`config.mk`:
```
export PLATFORM = sky130hd
export DESIGN_NAME = overwrite_ring_queue_resizable
export DESIGN_NICKNAME = d
export VERILOG_FILES = /design/src/design/orq_pkg.sv /design/src/design/orq_ctrl.sv /design/src/design/orq_dp.sv /design/src/design/overwrite_ring_queue_resizable.sv
export SDC_FILE = /design/constraint.sdc
export NUM_CORES = 2
export LEC_CHECK = 0
export ABC_AREA = 1
export BUFFER_PORTS_ARGS = -buffer_cell sky130_fd_sc_hd__buf_2
export CORE_MARGIN = 2
export CORE_UTILIZATION = 40
export CTS_BUF_LIST = sky130_fd_sc_hd__clkbuf_4 sky130_fd_sc_hd__clkbuf_8
export DETAILED_ROUTE_END_ITERATION = 8
export MAX_ROUTING_LAYER = met4
export SLEW_MARGIN = 5
export SYNTH_ARGS = -nofsm -noshare
export SYNTH_HDL_FRONTEND = slang
export SYNTH_SLANG_ARGS = --single-unit
```
`constraint.sdc`:
```
create_clock -name clk -period 4.63 [get_ports clk]
set_input_delay 0.463 -clock clk [delete_from_list [all_inputs] [get_ports clk]]
set_output_delay 0.463 -clock clk [all_outputs]
set_load 0.02 [all_outputs]
```
`src/design/orq_pkg.sv`:
```
`timescale 1ns / 1ps
// ----------------------------------------------------------------------------
// orq_pkg
// Shared types, codes and defaults for the resizable overwrite ring queue.
// ----------------------------------------------------------------------------
package orq_pkg;

  localparam int DEF_MAX_DEPTH  = 64;
  localparam int DEF_DATA_WIDTH = 32;

  localparam int CFG_W   = 7;
  localparam int ACT_W   = 3;
  localparam int AMT_W   = 6;
  localparam int KIND_W  = 2;
  localparam int VALUE_W = 32;

  localparam logic [CFG_W-1:0] INIT_CAPACITY = 7'd8;

  localparam logic [ACT_W-1:0] ACT_ADD    = 3'd0;
  localparam logic [ACT_W-1:0] ACT_REMOVE = 3'd1;
  localparam logic [ACT_W-1:0] ACT_LIST   = 3'd2;
  localparam logic [ACT_W-1:0] ACT_PRINT  = 3'd3;
  localparam logic [ACT_W-1:0] ACT_GROW   = 3'd4;

  localparam logic [KIND_W-1:0] KIND_VALUE = 2'd0;
  localparam logic [KIND_W-1:0] KIND_BLANK = 2'd1;
  localparam logic [KIND_W-1:0] KIND_EMPTY = 2'd2;

  typedef struct packed {
    logic [ACT_W-1:0]          action;
    logic signed [VALUE_W-1:0] item_value;
    logic [AMT_W-1:0]          grow_amount;
  } in_item_t;

  typedef struct packed {
    logic [KIND_W-1:0]         result_kind;
    logic signed [VALUE_W-1:0] result_value;
    logic                      last_result;
  } out_item_t;

  typedef struct packed {
    logic             accept;
    logic [ACT_W-1:0] op;
    logic             walk_step;
    logic             copy_step;
  } orq_cmd_t;

  typedef struct packed {
    logic pipe_busy;
    logic issue_ok;
    logic walk_last;
    logic copy_done;
  } orq_status_t;

endpackage

```
`src/design/orq_ctrl.sv`:
```
`timescale 1ns / 1ps
// ----------------------------------------------------------------------------
// orq_ctrl
// Request sequencer: takes a request, then walks (remove/list/print) or copies (grow) until done.
// ----------------------------------------------------------------------------
module orq_ctrl
  import orq_pkg::*;
(
  input  logic             clk,
  input  logic             rst_n,
  input  logic             in_valid,
  input  logic [ACT_W-1:0] in_action,
  output logic             in_stall,
  input  orq_status_t      status,
  output orq_cmd_t         cmd
);

  localparam logic [1:0] ST_IDLE = 2'd0;
  localparam logic [1:0] ST_WALK = 2'd1;
  localparam logic [1:0] ST_COPY = 2'd2;

  logic [1:0]       state_r, state_nxt;
  logic [ACT_W-1:0] op_r, op_nxt;
  logic             can_take;

  assign can_take = (state_r == ST_IDLE) && !status.pipe_busy;
  assign in_stall = !can_take;

  always_comb begin
    cmd.accept    = in_valid && can_take;
    cmd.op        = (state_r == ST_IDLE) ? in_action : op_r;
    cmd.walk_step = (state_r == ST_WALK) && status.issue_ok;
    cmd.copy_step = (state_r == ST_COPY);
  end

  always_comb begin
    state_nxt = state_r;
    op_nxt    = op_r;
    unique case (state_r)
      ST_IDLE: begin
        if (cmd.accept) begin
          op_nxt = in_action;
          case (in_action) inside
            ACT_REMOVE, ACT_LIST, ACT_PRINT: state_nxt = ST_WALK;
            ACT_GROW:                        state_nxt = ST_COPY;
            default:                         state_nxt = ST_IDLE;
          endcase
        end
      end
      ST_WALK: begin
        if (cmd.walk_step && status.walk_last) state_nxt = ST_IDLE;
      end
      ST_COPY: begin
        if (status.copy_done) state_nxt = ST_IDLE;
      end
      default: state_nxt = ST_IDLE;
    endcase
  end

  always_ff @(posedge clk) begin
    if (!rst_n) begin
      state_r <= ST_IDLE;
    end else begin
      state_r <= state_nxt;
    end
    op_r <= op_nxt;
  end

endmodule

```
`src/design/orq_dp.sv`:
```
`timescale 1ns / 1ps
// ----------------------------------------------------------------------------
// orq_dp
// Slot memory, head/tail/capacity registers, walk and copy pointers, and the
// two-stage result pipeline (memory read stage and output register).
// ----------------------------------------------------------------------------
module orq_dp
  import orq_pkg::*;
#(
  parameter int MAX_DEPTH  = DEF_MAX_DEPTH,
  parameter int DATA_WIDTH = DEF_DATA_WIDTH
) (
  input  logic             clk,
  input  logic             rst_n,
  input  in_item_t         in_item,
  input  logic             cfg_wr_en,
  input  logic [CFG_W-1:0] cfg_wr_data,
  input  orq_cmd_t         cmd,
  output orq_status_t      status,
  output logic             out_valid,
  input  logic             out_stall,
  output out_item_t        out_item
);

  localparam int IDX_W = $clog2(MAX_DEPTH);
  localparam int CAP_W = $clog2(MAX_DEPTH + 1);
  localparam int SUM_W = ((CAP_W > AMT_W) ? CAP_W : AMT_W) + 1;

  function automatic logic [CAP_W-1:0] clamp_cap(input logic [CFG_W-1:0] v);
    logic [CAP_W-1:0] r;
    if (v == '0) begin
      r = CAP_W'(1);
    end else if (v > CFG_W'(MAX_DEPTH)) begin
      r = CAP_W'(MAX_DEPTH);
    end else begin
      r = CAP_W'(v);
    end
    return r;
  endfunction

  function automatic logic [IDX_W-1:0] wrap_inc(input logic [IDX_W-1:0] x,
                                                input logic [CAP_W-1:0] n);
    logic [CAP_W-1:0] s;
    s = CAP_W'(x) + CAP_W'(1);
    return (s == n) ? '0 : IDX_W'(s);
  endfunction

  // slot storage
  logic [DATA_WIDTH-1:0] mem_r [MAX_DEPTH];
  logic [DATA_WIDTH-1:0] rdata_r;
  logic                  mem_we, mem_re;
  logic [IDX_W-1:0]      mem_wa, mem_ra;
  logic [DATA_WIDTH-1:0] mem_wd;

  logic [CAP_W-1:0]  cap_r, cap_nxt;
  logic [IDX_W-1:0]  head_r, head_nxt, tail_r, tail_nxt;
  logic [IDX_W-1:0]  idx_r, idx_nxt;
  logic [IDX_W-1:0]  src_r, src_nxt, dst_r, dst_nxt, pend_dst_r, pend_dst_nxt;
  logic [CAP_W-1:0]  cnt_r, cnt_nxt;
  logic              dir_up_r, dir_up_nxt, pend_r, pend_nxt;
  logic              p_valid_r, p_valid_nxt, p_last_r, p_last_nxt;
  logic [KIND_W-1:0] p_kind_r, p_kind_nxt;
  logic              out_valid_r, out_valid_nxt;
  out_item_t         out_item_r, out_item_nxt;
  logic              advance;

  // walk step decode
  logic [KIND_W-1:0] w_kind;
  logic [IDX_W-1:0]  w_addr;
  logic              w_last, w_live;
  logic [IDX_W-1:0]  idx_inc, head_inc, tail_inc;

  // increase decode
  logic [SUM_W-1:0] g_sum;
  logic [CAP_W-1:0] g_new, g_applied;
  logic             g_wrapped, g_front;
  logic [CAP_W:0]   g_tail_sum;
  logic [IDX_W-1:0] g_tail_wrap, g_dst_front;

  assign idx_inc  = wrap_inc(idx_r, cap_r);
  assign head_inc = wrap_inc(head_r, cap_r);
  assign tail_inc = wrap_inc(tail_r, cap_r);

  assign w_live = (head_r <= tail_r) ? (idx_r >= head_r && idx_r < tail_r)
                                     : (idx_r < tail_r || idx_r >= head_r);

  always_comb begin
    w_kind = KIND_EMPTY;
    w_addr = idx_r;
    w_last = 1'b1;
    case (cmd.op)
      ACT_REMOVE: begin
        w_kind = (head_r == tail_r) ? KIND_EMPTY : KIND_VALUE;
        w_addr = head_r;
        w_last = 1'b1;
      end
      ACT_LIST: begin
        w_kind = (idx_r == tail_r) ? KIND_EMPTY : KIND_VALUE;
        w_last = (idx_r == tail_r) || (idx_inc == tail_r);
      end
      ACT_PRINT: begin
        w_kind = w_live ? KIND_VALUE : KIND_BLANK;
        w_last = (CAP_W'(idx_r) + CAP_W'(1)) == cap_r;
      end
      default: ;
    endcase
  end

  assign g_sum       = SUM_W'(cap_r) + SUM_W'(in_item.grow_amount);
  assign g_new       = (g_sum > SUM_W'(MAX_DEPTH)) ? CAP_W'(MAX_DEPTH) : g_sum[CAP_W-1:0];
  assign g_applied   = g_new - cap_r;
  assign g_wrapped   = head_r > tail_r;
  assign g_front     = (cap_r - CAP_W'(head_r)) >= CAP_W'(tail_r);
  assign g_tail_sum  = (CAP_W+1)'(tail_r) + (CAP_W+1)'(cap_r);
  assign g_tail_wrap = (g_tail_sum >= (CAP_W+1)'(g_new))
                     ? IDX_W'(g_tail_sum - (CAP_W+1)'(g_new)) : IDX_W'(g_tail_sum);
  assign g_dst_front = (cap_r == g_new) ? '0 : IDX_W'(cap_r);

  assign advance = p_valid_r && (!out_valid_r || !out_stall);

  always_comb begin
    cap_nxt       = cap_r;
    head_nxt      = head_r;
    tail_nxt      = tail_r;
    idx_nxt       = idx_r;
    src_nxt       = src_r;
    dst_nxt       = dst_r;
    cnt_nxt       = cnt_r;
    dir_up_nxt    = dir_up_r;
    pend_nxt      = 1'b0;
    pend_dst_nxt  = pend_dst_r;
    p_valid_nxt   = advance ? 1'b0 : p_valid_r;
    p_kind_nxt    = p_kind_r;
    p_last_nxt    = p_last_r;
    mem_re        = 1'b0;
    mem_ra        = w_addr;
    mem_we        = pend_r;
    mem_wa        = pend_dst_r;
    mem_wd        = rdata_r;

    if (cfg_wr_en) begin
      cap_nxt  = clamp_cap(cfg_wr_data);
      head_nxt = '0;
      tail_nxt = '0;
    end

    if (cmd.accept) begin
      case (cmd.op)
        ACT_ADD: begin
          if (tail_inc == head_r) head_nxt = head_inc;
          tail_nxt = tail_inc;
          mem_we   = 1'b1;
          mem_wa   = tail_r;
          mem_wd   = DATA_WIDTH'(64'($unsigned(in_item.item_value)));
        end
        ACT_LIST:  idx_nxt = head_r;
        ACT_PRINT: idx_nxt = '0;
        ACT_GROW: begin
          cap_nxt = g_new;
          cnt_nxt = '0;
          if (g_wrapped) begin
            if (g_front) begin
              cnt_nxt    = CAP_W'(tail_r);
              src_nxt    = '0;
              dst_nxt    = g_dst_front;
              dir_up_nxt = 1'b1;
              tail_nxt   = g_tail_wrap;
            end else begin
              cnt_nxt    = cap_r - CAP_W'(head_r);
              src_nxt    = IDX_W'(cap_r - CAP_W'(1));
              dst_nxt    = IDX_W'(g_new - CAP_W'(1));
              dir_up_nxt = 1'b0;
              head_nxt   = IDX_W'(CAP_W'(head_r) + g_applied);
            end
          end
        end
        default: ;
      endcase
    end

    if (cmd.walk_step) begin
      p_valid_nxt = 1'b1;
      p_kind_nxt  = w_kind;
      p_last_nxt  = w_last;
      mem_re      = (w_kind == KIND_VALUE);
      idx_nxt     = idx_inc;
      if (cmd.op == ACT_REMOVE && w_kind == KIND_VALUE) head_nxt = head_inc;
    end

    if (cmd.copy_step && cnt_r != '0) begin
      mem_re       = 1'b1;
      mem_ra       = src_r;
      pend_nxt     = 1'b1;
      pend_dst_nxt = dst_r;
      cnt_nxt      = cnt_r - CAP_W'(1);
      if (dir_up_r) begin
        src_nxt = src_r + IDX_W'(1);
        dst_nxt = wrap_inc(dst_r, cap_r);
      end else begin
        src_nxt = src_r - IDX_W'(1);
        dst_nxt = dst_r - IDX_W'(1);
      end
    end
  end

  always_comb begin
    out_valid_nxt = out_valid_r;
    out_item_nxt  = out_item_r;
    if (advance) begin
      out_valid_nxt             = 1'b1;
      out_item_nxt.result_kind  = p_kind_r;
      out_item_nxt.result_value = (p_kind_r == KIND_VALUE) ? 32'(64'(rdata_r)) : '0;
      out_item_nxt.last_result  = p_last_r;
    end else if (!out_stall) begin
      out_valid_nxt = 1'b0;
    end
  end

  always_comb begin
    status.pipe_busy = p_valid_r;
    status.issue_ok  = !p_valid_r || advance;
    status.walk_last = w_last;
    status.copy_done = (cnt_r == '0) && !pend_r;
  end

  assign out_valid = out_valid_r;
  assign out_item  = out_item_r;

  always_ff @(posedge clk) begin
    if (mem_we) mem_r[mem_wa] <= mem_wd;
    if (mem_re) rdata_r <= mem_r[mem_ra];
  end

  always_ff @(posedge clk) begin
    if (!rst_n) begin
      cap_r       <= clamp_cap(INIT_CAPACITY);
      head_r      <= '0;
      tail_r      <= '0;
      cnt_r       <= '0;
      pend_r      <= 1'b0;
      p_valid_r   <= 1'b0;
      out_valid_r <= 1'b0;
    end else begin
      cap_r       <= cap_nxt;
      head_r      <= head_nxt;
      tail_r      <= tail_nxt;
      cnt_r       <= cnt_nxt;
      pend_r      <= pend_nxt;
      p_valid_r   <= p_valid_nxt;
      out_valid_r <= out_valid_nxt;
    end
    idx_r      <= idx_nxt;
    src_r      <= src_nxt;
    dst_r      <= dst_nxt;
    dir_up_r   <= dir_up_nxt;
    pend_dst_r <= pend_dst_nxt;
    p_kind_r   <= p_kind_nxt;
    p_last_r   <= p_last_nxt;
    out_item_r <= out_item_nxt;
  end

endmodule

```
`src/design/overwrite_ring_queue_resizable.sv`:
```
`timescale 1ns / 1ps
// ----------------------------------------------------------------------------
// overwrite_ring_queue_resizable
// Resizable ring queue with overwrite on full, listing, slot dump and growth.
// ----------------------------------------------------------------------------
// add: stored when the request is taken; remove/list/print: one slot read per cycle
// while the output is not stalled, results passing read stage and output register in order
// increase: capacity set when taken, then a moved wrapped segment is copied slot by slot
// a request is taken once the sequencer is idle and the read stage is empty
// synchronous active-low reset: capacity 8 (clamped), queue empty, no results
module overwrite_ring_queue_resizable
  import orq_pkg::*;
#(
  parameter int MAX_DEPTH  = DEF_MAX_DEPTH,
  parameter int DATA_WIDTH = DEF_DATA_WIDTH
) (
  input  logic             clk,
  input  logic             rst_n,
  input  logic             in_valid,
  output logic             in_stall,
  input  in_item_t         in_item,
  output logic             out_valid,
  input  logic             out_stall,
  output out_item_t        out_item,
  input  logic             cfg_wr_en,
  input  logic [CFG_W-1:0] cfg_wr_data
);

  orq_cmd_t    cmd;
  orq_status_t status;

  orq_ctrl u_ctrl (
    .clk       (clk),
    .rst_n     (rst_n),
    .in_valid  (in_valid),
    .in_action (in_item.action),
    .in_stall  (in_stall),
    .status    (status),
    .cmd       (cmd)
  );

  orq_dp #(
    .MAX_DEPTH  (MAX_DEPTH),
    .DATA_WIDTH (DATA_WIDTH)
  ) u_dp (
    .clk         (clk),
    .rst_n       (rst_n),
    .in_item     (in_item),
    .cfg_wr_en   (cfg_wr_en),
    .cfg_wr_data (cfg_wr_data),
    .cmd         (cmd),
    .status      (status),
    .out_valid   (out_valid),
    .out_stall   (out_stall),
    .out_item    (out_item)
  );

endmodule

```
---- Word level (Yosys, flattened, before mapping) ----
Memories as Yosys holds them, arrays and structs flattened. A register that Yosys moved wholly into a read port is not among the register bits.
Cells that the tools add are included.
W data, S select, Z words.
operators by class
  bitwise operators ....................... 0
  multiply operators ...................... 0
  multiplexer cells ....................... 76
  shifts and indexed selects .............. 0
  add/sub/neg operators ................... 16
  order comparisons ....................... 8
  reductions and logical operators ........ 38
  div/mod/pow operators ................... 0
  eq/ne operators ......................... 23
operators with widths
  operator               count
  $mux W6                35
  $mux W7                11
  $mux W32               2
  $pmux W6 S2            3
  $eq A7 B7 Y1           5
  $add A6 B1 Y7 const B  4
  $eq A6 B6 Y1           4
  $sub A6 B1 Y6 const B  4
  $logic_not A7 Y1       2
  $mux W1                14
  $mux W2                7
  $eq A3 B2 Y1 const B   4
  $pmux W2 S3            2
  $sub A6 B6 Y6          2
  $reduce_bool A2 Y1     5
  $logic_and A1 B1 Y1    9
  $reduce_and A3 Y1      3
  $add A6 B7 Y8          1
  $add A7 B6 Y8          1
  $ge A8 B7 Y1           1
  $gt A8 B7 Y1 const B   1
  $ge A7 B6 Y1           1
  $gt A7 B7 Y1 const B   1
  $reduce_bool A7 Y1     1
  other kinds (23)       38
word-level totals
  memories kept ........................... 1
  input port bits ......................... 53
  register bits ........................... 97
  latch bits .............................. 0
  RAM bits ................................ 2048
  ROM bits ................................ 0
memory list
  memory      depth  bits a word  read ports  clocked after memory_dff  write ports  line          text
  u_dp.mem_r  64     32           1           1                         1            orq_dp.sv:49  logic [DATA_WIDTH-1:0] mem_r [MAX_DEPTH];

---- Logic depth before layout (Yosys ltp) ----
  word-level depth ........................ 11
  gate-level depth with buffers ........... 30
  depth with buffers taken out ............ 30

---- Hierarchy ----
Synthesis repeated with hierarchy kept, for this count alone.
second synthesis, totals
  cell total of the unflattened synthesis .. 7068
  area, all modules ....................... 89649.7 um^2
by module, submodules not included
  module    area each (um^2)  instances  cells each
  orq_dp    89350.7           1          7029
  orq_ctrl  299.0             1          39

---- Least setup slack after synthesis ----
No wires, ideal clock.
  path kind ............................... flip-flop to flip-flop
  from .................................... register u_ctrl.state_r[1]
  to ...................................... memory u_dp.mem_r[0][0] in the netlist's numbering (data pin)
  required time ........................... 3.928 ns
  slack ................................... -0.070 ns
  period minus slack after synthesis ...... 4.700 ns
  stages on the path, launching flop included .. 12
  arrival ................................. 3.998 ns
  path buffers ............................ 2
  cells stage by stage .................... dfxtp_1 -> nor2_4 -> nand2_1 -> nand2_2 -> nor2_2 -> inv_2 -> nor2_4 -> inv_2 -> nor2_8 -> buf_1 -> buf_1 -> o21ai_0
on the way
  word-level cells in the longest chain between the ends .. 5
  elaborated cells on any way between the ends .. 7
  classes of those cells .................. mux (3); reduce/logical (4)
ends and longest elaborated chain
  what                    line                            text
  start, declared         orq_ctrl.sv:22                  logic [1:0] state_r, state_nxt;
  start signal, assigned  orq_ctrl.sv:64                  state_r <= state_nxt;
  $logic_not A2 Y1 *      orq_ctrl.sv:26, orq_ctrl.sv:31
  $mux W3                 orq_ctrl.sv:31                  cmd.op = (state_r == ST_IDLE) ? in_action : op_r;
  $logic_not A3 Y1        orq_dp.sv:148                   case (cmd.op)
  $mux W32                orq_dp.sv:148
  $mux W32 *              orq_dp.sv:147                   if (cmd.accept) begin
  via u_dp.mem_wd[0]      orq_dp.sv:53                    logic [DATA_WIDTH-1:0] mem_wd;
  end, declared           orq_dp.sv:49
The timed path passes the listed nets; every way through them passes the cells marked *.

---- Worst setup path in the final report ----
  from .................................... register u_dp.cap_r[0]
  to ...................................... register u_dp.tail_r[2]
on the way
  word-level cells in the longest chain between the ends .. 9
  elaborated cells on any way between the ends .. 15
  classes of those cells .................. add/sub (4); order compare (3); eq/ne (1); mux (7)
ends and longest elaborated chain
  what                                                  line                          text
  start, declared                                       orq_dp.sv:55                  logic [CAP_W-1:0] cap_r, cap_nxt;
  start signal, assigned                                orq_dp.sv:236                 cap_r <= clamp_cap(INIT_CAPACITY);
  start signal, assigned                                orq_dp.sv:244                 cap_r <= cap_nxt;
  $add A7 B6 Y8                                         orq_dp.sv:109                 assign g_sum = SUM_W'(cap_r) + SUM_W'(in_item.grow_amount);
  $gt A8 B7 Y1                                          orq_dp.sv:110                 assign g_new = (g_sum > SUM_W'(MAX_DEPTH)) ? CAP_W'(MAX_DEPTH) : g_sum[CAP_W-1:0];
  $mux W7                                               orq_dp.sv:110
  $ge A8 B7 Y1 / $sub A6 B6 Y6 (equally long branches)  orq_dp.sv:115, orq_dp.sv:116
  $mux W6                                               orq_dp.sv:116                 ? IDX_W'(g_tail_sum - (CAP_W+1)'(g_new)) : IDX_W'(g_tail_sum);
  $mux W6                                               orq_dp.sv:162                 if (g_front) begin
  $mux W6                                               orq_dp.sv:161                 if (g_wrapped) begin
  $pmux W6 S2 *                                         orq_dp.sv:148
  $mux W6 *                                             orq_dp.sv:147
  end signal, assigned                                  orq_dp.sv:246                 tail_r <= tail_nxt;
  end, declared                                         orq_dp.sv:56                  logic [IDX_W-1:0] head_r, head_nxt, tail_r, tail_nxt;
Mark *: on every way between the ends. The rest lies on a longest branch, timed or not.
A chain may end at the register's enable or synchronous reset.

==> impl_metrics.yaml <==
critical_path:
  cpPeakStageDelay_ns: 0.47
  crit_slowest_cell: "fa_1"
  cp-start-kind: "register"
  cpMostUsedCell: "nand2_1"
  critPathRequiredTime_ns: 5.52
  cp_max_fo: 9
  crit_type: "reg2reg"
  arrival_ns: 5.07
  path_buf_inv: 4
  end_kind: "register"
  cp_top_family: "adder cells"
place:
  routabilityCongestion: 0.903
  dp_cells: 10938
  port_buffers: 89
  hpwl_um: 159000
routing:
  drcViolationCount: 0
  vias: 64346
  viasPerCell: 5.54
  first_pass_iters: 6
  wl_um: 282000
  antenna_left: 0
  drt_iter0_drc: 7403
  drt-wirelength-per-cell_um: 24.3
outcome:
  status: "finished clean"
floorplan:
  io_pins: 90
  core_area_um2: 230000
  num_rows: 176
  die_h_um: 485
  floorplan.initialDensity_pct: 40.3
  die-area_um2: 236000
  die_x_um: 485
logic_synthesis:
  synthesis.nets: 8127
  synth-seq-cells: 2177
  synthArstFlopShare_pct: 0
  synth_top_area_share_pct: 69.5
  synth_area_um2: 92700
  ys_seq_area_share_pct: 70.2
  syn_area_per_cell_um2: 11.6
  yosys_warnings: 0
  syn_inst: 7992
  synth_top_area_cell: "edfxtp_1"
  synth-edff-count: 2146
  synth_area_leaders: "edfxtp_1 70%, nand2_1 9.4%, nand3_1 8.8%"
  ys.flop_type: "edfxtp_1"
  synth_cell_type_count: 57
grt:
  overflow: 0
  grt_pass1_wl_um: 410000
  grt_max_degree: 132
  grt_pass1_vias: 61216
  gr-usage-all-layers_pct: 24.1
  antenna_found_initial: 8
clock_network:
  numCtsBuffers: 378
  max-clock-path-buffers: 4
  cts.repair.resized: 0
  cts.sinks: 2177
  clk_latency_ns: 1.07
  cts_root_buf: "clkbuf_8"
  htree_levels: 5
  clk_pin_slew_worst_paths_ns: 0.06
  cts_tree: "built"
sta:
  tns_ns: 0
  slew_headroom_pct: 6.94
  fmax_mhz: 240
  rsz0062_at_grt: "false"
  worst_pin_slew_ns: 1.39
  period_needed_ns: 4.17
  drv_slew: 0
  finalHoldViolations: 0
  finalSetupViolations: 0
  finalCritPeriodShare_pct: 90.2
  fin_worst_skew_ns: 0.0865
cells_and_area:
  layout-drive-gt1-share_pct: 14.8
  nFillCells: 20611
  syn_to_final_growth_pct: 15.1
  stdcell_count: 11612
  layout.nets: 8452
  multiInputGateArea_um2: 24800
  seqCellArea_um2: 65100
  layout_commonest_cell: "nand2_1"
  layout_common_cells: "2330 x nand2_1, 2146 x edfxtp_1, 1621 x nand3_1"
pwr:
  leakagePower_nw: 38.7
  vdd_ir_drop_max_v: 0.000294
  p_per_area_nw_per_um2: 500
job:
  cap_viol_max_count: 0
hold_path:
  hold_class: "in2reg"
[where the power goes]
group	switching, mW	internal [mW]
registers	0.0798	22.5
logic	9.96	3.92
clock network	7.59	9.26
[per-layer routing]
metal	GRT usage [%]	vias to the layer above	part of all wire, %
met5	-	-	0
met1	32.1	31770	41
met3	3.48	545	8.3
met4	9.44	0	3.9
li1	-	28959	-
met2	37.4	3072	47
[path summary, 6_finish.rpt]
path	endpoint	startpoint	depth (start not counted)	slack, ns
worst min register to register	u_dp.out_item[0]$_DFFE_PP_	u_dp.p_last_r$_DFFE_PP_	0	0.46
worst max-delay path	u_dp.tail_r[2]$_SDFF_PN0_	u_dp.cap_r[0]$_SDFF_PN0_	27	0.46
worst min-delay path	u_dp.mem_r[42][28]$_DFFE_PP_	in_item[34]	3	0.12
worst max register to register	u_dp.tail_r[2]$_SDFF_PN0_	u_dp.cap_r[0]$_SDFF_PN0_	27	0.46
[area by class of cell]
type,instances,share of cell area (%)
Antenna cell,4,0.00939
Clock buffer,518,5.90
Clock inverter,127,0.748
Inverter,332,1.20
Multi-Input combinational cell,5002,23.3
Sequential cell,2177,61.0
Tap cell,3026,3.55
Timing Repair Buffer,426,4.33
[stage by stage]
step	power [mW]	util (%)	hold slack, ns	cell area, µm²	worst slack (ns)
after floorplan	31.3	-	0.400	92700	-0.0703
after detailed placement	36.6	43.1	0.428	99300	0.201
after global routing	55.5	46.3	0.0916	107000	0.0823
after CTS	53.4	46.3	0.00236	107000	0.469
after global placement	36.5	43.1	0.449	99300	0.0115
final	53.3	46.3	0.121	107000	0.456
[kinds of logic (layout without fill, tap and decap cells)]
kind of cell | after synthesis | after routing | share of synthesized area [%]
DFF | 2177 | 2177 | 70.2
and+or+nand+nor | 4319 | 4319 | 20.3
adders and majority gates | 82 | 82 | 1.19
xor gates and xnor gates | 40 | 40 | 0.378
buffers and inverters | 813 | 1403 | 4.01
other | 0 | 4 | 0
AOI/OAI and AO/OA | 561 | 561 | 3.95
[state kept, by name (all words and copies together) (netlist names)]
signal and count:
u_dp.pend_dst_r 6, u_dp.dst_r 6, u_dp.p_last_r 1, u_dp.dir_up_r 1, u_dp.cnt_r 7, u_ctrl.state_r 2
u_dp.pend_r 1, u_dp.out_valid 1, u_dp.idx_r 6, u_dp.src_r 6, u_dp.tail_r 6, u_dp.mem_r 2048
u_dp.p_valid_r 1, u_dp.cap_r 7, u_dp.out_item 35, u_ctrl.op_r 3, u_dp.head_r 6, u_dp.rdata_r 32
u_dp.p_kind_r 2
[synthesized netlist by cell type, drive strengths merged, types with 4 or more instances]
cell type	number
a211oi	6
a21oi	68
a221oi	6
a31oi	8
buf	374
clkbuf	107
dfxtp	31
edfxtp	2146
fa	10
ha	72
inv	329
nand2	2335
nand3	1624
nand3b	4
nand4	18
nor2	184
nor3	11
o211ai	209
o21ai	228
o22ai	14
o31ai	4
or2	137
xnor2	10
xor2	30
[repair_timing]
item	CTS	global route
hold buffers	21	2
buffers inserted	0	0
endpoints found under the hold margin	106	19
[worst register-to-register path, cell delays in order, from the launching register on]
cell and delay (ns):
dfxtp_1 0.32, ha_1 0.21, fa_1 0.41, nand2_1 0.08
nand2_1 0.05, nand2_1 0.05, nand2_1 0.06, nand2_1 0.06
nand2_1 0.06, inv_1 0.07, nand2_1 0.05, nand2_1 0.06
nor2_1 0.05, buf_4 0.16, nand2_1 0.16, inv_1 0.09
ha_1 0.22, fa_1 0.47, o21ai_0 0.32, a211oi_1 0.12
o21bai_1 0.14, nand2_1 0.06, nand2_1 0.21, inv_1 0.12
a21oi_1 0.14, o21ai_0 0.10, a21oi_1 0.14, nor2_1 0.05
No activity file was read; power rests on OpenSTA's default activity.
